**config.mk**
```make
export PLATFORM = sky130hd
export DESIGN_NAME = aco_pu_div
export DESIGN_NICKNAME = d
export VERILOG_FILES = /design/src/sv/aco_pu_pkg.sv /design/src/sv/aco_pu_div.sv
export SDC_FILE = /design/constraint.sdc
export NUM_CORES = 1
export LEC_CHECK = 0
export ABC_AREA = 1
export BUFFER_PORTS_ARGS = -buffer_cell sky130_fd_sc_hd__buf_2
export CAP_MARGIN = 5
export CORE_MARGIN = 8
export CORE_UTILIZATION = 25
export CTS_CLUSTER_DIAMETER = 100
export CTS_CLUSTER_SIZE = 14
export DETAILED_ROUTE_END_ITERATION = 6
export GPL_TIMING_DRIVEN = 0
export PLACE_DENSITY = 0.4
export SLEW_MARGIN = 10
export SYNTH_ARGS = -nofsm -noshare
export SYNTH_HDL_FRONTEND = slang
export SYNTH_SLANG_ARGS = --single-unit
```
**constraint.sdc**
```tcl
create_clock -name aclk -period 3.3 [get_ports aclk]
set_clock_uncertainty 0.2 [all_clocks]
set_input_delay 0.495 -clock aclk [delete_from_list [all_inputs] [get_ports aclk]]
set_output_delay 0.495 -clock aclk [all_outputs]
set_load 0.03 [all_outputs]
```
**src/sv/aco_pu_pkg.sv**
```systemverilog
// Package for the pheromone update engine: operation codes, register
// indexes, field widths and fixed-point constants.
// No dependencies; used by the divider, the top level and the test bench.
package aco_pu_pkg;

    // Operation carried in the input item's tuser
    typedef enum logic [1:0] {
        OP_DEPOSIT = 2'd0,
        OP_COMMIT  = 2'd1,
        OP_READ    = 2'd2
    } op_t;

    // Configuration register indexes
    localparam logic [0:0] CFG_NUMERATOR = 1'b0;
    localparam logic [0:0] CFG_RETENTION = 1'b1;

    // Field widths
    localparam int CITY_W     = 5;
    localparam int LEN_W      = 24;
    localparam int VALUE_W    = 32;
    localparam int RET_W      = 16;
    localparam int DIVIDEND_W = VALUE_W + 4;
    localparam int DIV_STEPS  = DIVIDEND_W;
    localparam int STEP_W     = $clog2(DIV_STEPS);

    // Fixed-point constants
    localparam logic [VALUE_W-1:0] ONE_Q16       = 32'h0001_0000;
    localparam logic [VALUE_W-1:0] VALUE_MAX     = 32'hFFFF_FFFF;
    localparam logic [VALUE_W-1:0] NUMERATOR_RST = 32'h0001_0000;
    localparam logic [RET_W-1:0]   RETENTION_RST = 16'h8000;

endpackage

```
**src/sv/aco_pu_div.sv**
```systemverilog
// Serial restoring divider, one quotient bit per cycle, for the deposit amount.
// Depends on aco_pu_pkg for the dividend, divisor and step widths.
module aco_pu_div (
    input  logic                              aclk,
    input  logic                              aresetn,
    input  logic                              start,
    input  logic [aco_pu_pkg::DIVIDEND_W-1:0] dividend,
    input  logic [aco_pu_pkg::LEN_W-1:0]      divisor,
    output logic                              done,
    output logic [aco_pu_pkg::DIVIDEND_W-1:0] quotient
);

    localparam logic [aco_pu_pkg::STEP_W-1:0] LAST_STEP =
        aco_pu_pkg::STEP_W'(aco_pu_pkg::DIV_STEPS - 1);

    logic                              busy_reg;
    logic                              done_reg;
    logic [aco_pu_pkg::STEP_W-1:0]     cnt_reg;
    logic [aco_pu_pkg::LEN_W-1:0]      rem_reg;
    logic [aco_pu_pkg::LEN_W-1:0]      dvs_reg;
    logic [aco_pu_pkg::DIVIDEND_W-1:0] quo_reg;

    logic [aco_pu_pkg::LEN_W:0]        rem_sh;
    logic [aco_pu_pkg::LEN_W+1:0]      trial;
    logic                              take;

    // Shift in the next dividend bit and try the subtraction
    always_comb begin
        rem_sh = {rem_reg, quo_reg[aco_pu_pkg::DIVIDEND_W-1]};
        trial  = {1'b0, rem_sh} - {2'b00, dvs_reg};
        take   = !trial[aco_pu_pkg::LEN_W+1];
    end

    // Iterate from the top quotient bit down
    always_ff @(posedge aclk) begin
        if (!aresetn) begin
            busy_reg <= 1'b0;
            done_reg <= 1'b0;
        end else begin
            // Flag the cycle after the last step
            done_reg <= busy_reg && !start && (cnt_reg == LAST_STEP);
            if (start) begin
                busy_reg <= 1'b1;
                cnt_reg  <= '0;
                rem_reg  <= '0;
                quo_reg  <= dividend;
                dvs_reg  <= divisor;
            end else if (busy_reg) begin
                rem_reg <= take ? trial[aco_pu_pkg::LEN_W-1:0]
                                : rem_sh[aco_pu_pkg::LEN_W-1:0];
                quo_reg <= {quo_reg[aco_pu_pkg::DIVIDEND_W-2:0], take};
                cnt_reg <= cnt_reg + 1'b1;
                if (cnt_reg == LAST_STEP) begin
                    busy_reg <= 1'b0;
                end
            end
        end
    end

    assign done     = done_reg;
    assign quotient = quo_reg;

endmodule

```
# [Yosys cells after proc, flatten, opt, wreduce, memory -nomap -nowiden]
# Index checks and enable logic that the tools add are counted.
[op_classes] reduce_logical=7 mul=0 n_div=0 n_addsub=2 n_lt_le_gt_ge=0 n_eq_ne=1 shifts=0 bitwise_logic=0 n_mux=8
[op_table] cell="36-bit two-way mux" count=2
[op_table] cell="24-bit two-way mux" count=2
[op_table] cell="25-bit by 24-bit subtractor with 26-bit output" count=1
[op_table] cell="6-bit by 1-bit adder with 6-bit output (second input constant)" count=1
[op_table] cell="6-bit == test (second input constant)" count=1
[op_table] cell="6-bit two-way mux" count=1
[op_table] cell="2-bit AND reduction" count=2
[op_table] cell="1-bit two-way mux" count=3
[op_table] cell="1-bit logical AND" count=2
[op_table] cell="1-bit zero test" count=2
[op_table] cell="2-bit nonzero test" count=1
[word_totals] out_inout_bits=37 elab_cells=24 latch_bits=0 mem_bits_ro=0 ramBits=0 mem_count=0 regBits=92 in_bits=63

# [Depth between registers and ports, before layout]
[logic_depth] word_depth=4 depth_mapped=14 depth_no_buf=14

# [Least setup slack after synthesis]
# No wires, ideal clock.
[synth_path] path_type="input -> register" from="input port start" to="register cnt_reg[0] (netlist name), enable pin" path_stages=3 n_path_buf=1 setup_time_ps=426 path_slack_ps=466 required_ps=2674 t_arrival_ps=2208 cell_sequence="clkbuf_1 > nand2_1 > nand2_1"
[synth_between] elab_chain_len=2
[synth_lines] item="from (decl)" line_no="aco_pu_div.sv:6" source="input logic start,"
[synth_lines] item="2-bit nonzero test (no line)"
[synth_lines] item="2-bit AND reduction (no line)"
[synth_lines] item="to (signal assigned)" line_no="aco_pu_div.sv:52" source="cnt_reg <= cnt_reg + 1'b1;"
[synth_lines] item="to (decl)" line_no="aco_pu_div.sv:18" source="logic [aco_pu_pkg::STEP_W-1:0] cnt_reg;"
# Every way passes these cells.
# A chain may end at the register's enable or synchronous reset.

# [Worst setup path in the final report]
[layout_path] from="register rem_reg[5] (netlist name)" to="register rem_reg[22] (netlist name), data pin"
[layout_between] elab_chain_len=3
[layout_lines] item="from (decl)" line_no="aco_pu_div.sv:19" source="logic [aco_pu_pkg::LEN_W-1:0] rem_reg;"
[layout_lines] item="from (signal assigned)" line_no="aco_pu_div.sv:49" source="rem_reg <= take ? trial[aco_pu_pkg::LEN_W-1:0]"
[layout_lines] item="25-bit by 24-bit subtractor with 26-bit output" line_no="aco_pu_div.sv:30" source="trial = {1'b0, rem_sh} - {2'b00, dvs_reg};"
[layout_lines] item="24-bit two-way mux" line_no="aco_pu_div.sv:49"
[layout_lines] item="24-bit two-way mux" line_no="aco_pu_div.sv:48" source="end else if (busy_reg) begin"
# Every way passes these cells. The select of a mux whose other input is x is not followed.

==> summary.txt <==
Run status
  • Status: completed

STA
  • RSZ-0062 raised after global routing: false
  • Max Slew Vio Count: 0
  • FMAX: 383 MHz
  • Worst slew pin tran: 1090 ps
  • Final setup viols: 0
  • Final hold vios: 0
  • WHS: 114 ps
  • Tcrit/Tclk final: 79.2%
  • Worst relative slew slack: 27.2%
  • Post-layout min period: 2610 ps
  • TNS Setup: 0 ps

Detailed routing
  • Final ANT Viol Nets: 0
  • DRC violations left: 0
  • Via count: 4682
  • WL per Instance: 14.0 um
  • Vias per Instance: 4.14
  • Drt total wl: 15.9 mm
  • TritonRoute pass-1 iters: 5
  • DR iter-0 viols: 231

Global route
  • Top Usage Layer GRT: met2
  • M1 GR Usage: 14.9%
  • Total gr overflow: 0
  • GR Util All Layers: 11.7%
  • Grt met2 use: 18.3%
  • Met3 Use GR: 4.28%
  • Initial antenna violation count: 5
  • Largest net degree at the start of global routing: 45
  • Number of global-route vias before repair: 4906
  • First-pass GRT wire length: 25.8 mm

Worst setup path
  • Crit path to: rem_reg[22]
  • Worst setup SP type: register
  • Required time worst endpoint: 3210 ps
  • CP Capture Type: register
  • Crit path launch: rem_reg[5]
  • Arrival time worst endpoint: 2520 ps
  • R2R Path Start: rem_reg[5]
  • Maximum fanout along the worst path: 10
  • WS Path Type: reg2reg
  • RR Endpoint: rem_reg[22]
  • Setup slack, reg-to-reg: 690 ps
  • Reg2Reg Depth: 11

Pwr
  • Worst ir drop on vdd: 0.000229 V
  • Net switching power: 1340 uW
  • Fraction of power consumed by the clock network: 27.8%
  • Sw Share: 36.1%
  • Total power: 3700 uW
  • Pleak: 0.00344 uW
  • Pwr per Cell Area: 540 mW/mm2
  • Flop pwr share: 40.5%
  • Comb pwr share: 31.6%
  • Internal: 2370 uW

Clocking
  • CTS tree: built
  • Clock slew at reported path FFs: 80 ps
  • Clock root cell: clkbuf_16
  • Resize count post-CTS: 0
  • H-Tree Depth: 3
  • Post-CTS setup buffers: 0
  • Clock latency on the worst-skew pair: 350 ps
  • Cts bufs inserted: 9
  • Post-CTS Hold Fix Bufs: 0
  • Num Clock Sinks: 92
  • Clk buf depth: 2

Synthesis
  • Netlist Area Pre-Place: 0.00568 mm2
  • Area contributors post-synth: edfxtp_1, nand2_1, inv_1
  • Area leader, netlist: edfxtp_1
  • Syn Area/Cell: 7.80 um2
  • Seq/Total Area, Yosys: 48.3%
  • Register bit total from synthesis: 92
  • YS warnings: 0
  • Yosys cell types: 32
  • Share of the synthesized area in the top cell type: 47.5%
  • Syn_nets: 818
  • Cells after synthesis: 729

Floorplan
  • I/O pin count: 100
  • Die Y: 167 um
  • Core area: 0.0225 mm2
  • Row count: 55
  • Initial core utilization: 25.3%
  • Die X: 167 um
  • Die ar.: 0.0278 mm2

Finish
  • Area grow syn2layout: 20.6%
  • Fraction of layout cells with a size suffix above 1: 18.2%
  • Nets: 928
  • Commonest non-fill, non-tap cells in the layout: nand2_1, inv_1, buf_2, edfxtp_1, nor2_1
  • Max FFs per register: 36
  • Commonest non-fill, non-tap cell in the layout: nand2_1
  • Finished Layout Cells: 1130
  • Fillers: 2442

Placement
  • Post-DP HPWL: 12.5 mm
  • Inst Count DP: 1113
  • Final GP Congestion: 0.792
  • I/O Buffers: 98

Worst hold path
  • Hold/Removal Path Class: in2reg

Job
  • Max Cap Viol: 0
==> metal layers <==
layer	vias to the layer above	share of wire [%]
met5	-	0.31
li1	2493	-
met1	2066	47
met4	10	0.88
met2	95	44
met3	18	8.0
==> kinds of logic (layout without fill, tap and decap cells) <==
group | Yosys count | after routing | synth area share (%)
AO/OA/AOI/OAI | 37 | 37 | 3.46
XOR/XNOR | 9 | 9 | 1.39
adder cells (fa/ha/maj) | 26 | 26 | 5.86
buffers and inverters | 143 | 258 | 10.1
flip-flops | 92 | 92 | 48.3
other | 0 | 1 | 0
AND/OR/NAND/NOR | 422 | 422 | 31.0
==> critical path, cell delays in order (launching register included) <==
cell	delay (ps)
edfxtp_1	430
ha_1	370
nand2_1	130
nor2_2	200
nand3_1	130
nand3_2	160
nand2_2	130
nand2_4	170
buf_6	190
nand3_1	120
nand2_1	90
inv_1	50
==> how the worst min path moves through the flow <==
| stage | startpoint | endpoint | cells past startpoint |
|---|---|---|---|
| finish | divisor[3] | dvs_reg[3] | 1 |
| global route | divisor[2] | dvs_reg[2] | 1 |
| CTS | divisor[3] | dvs_reg[3] | 1 |
| detailed placement | quotient[33] | quotient[34] | 2 |
| global placement | busy_reg | done | 2 |
| floorplan | busy_reg | done | 2 |
==> cells in the mapped netlist, drive strengths merged <==
cell type / instances
edfxtp: 90
xor2: 8
nor3: 3
and2: 1
ha: 25
a21oi: 17
inv: 129
nand4: 5
dfxtp: 2
nand3: 31
clkbuf: 11
nand3b: 5
nand2: 299
or2: 2
o21ai: 20
xnor2: 1
buf: 3
fa: 1
nor2: 75
nor4: 1
==> final cells by class <==
type                    count  area [um2]  share of cell area, %
repair buffers             99         518                   7.56
diodes                      1        2.50                 0.0365
plain buffers              14        83.8                   1.22
clock inverters             6        55.1                  0.803
flip-flops and latches     92        2740                   40.0
inverters                 129         489                   7.14
clock buffers              10         229                   3.34
well taps                 285         357                   5.20
multi-input cells         494        2380                   34.7
==> stage by stage <==
stage	instance area, um2	setup slack, ps	utilization (%)
after detailed placement	6570	656	29.2
after global routing	6850	474	30.4
final	6850	686	30.5
after floorplan	5680	466	-
after CTS	6850	625	30.4
after global placement	6530	-598	29.0
==> power groups by stage <==
stage               Clock (uW)  Sequential [uW]  Combinational [uW]
finish                    1030             1500                1170
floorplan                    0             1590                 784
global placement             0             1540                1180
CTS                       1080             1500                1200
global route              1110             1520                1340
detailed placement           0             1530                1190
No activity file was read; power rests on OpenSTA's default activity.
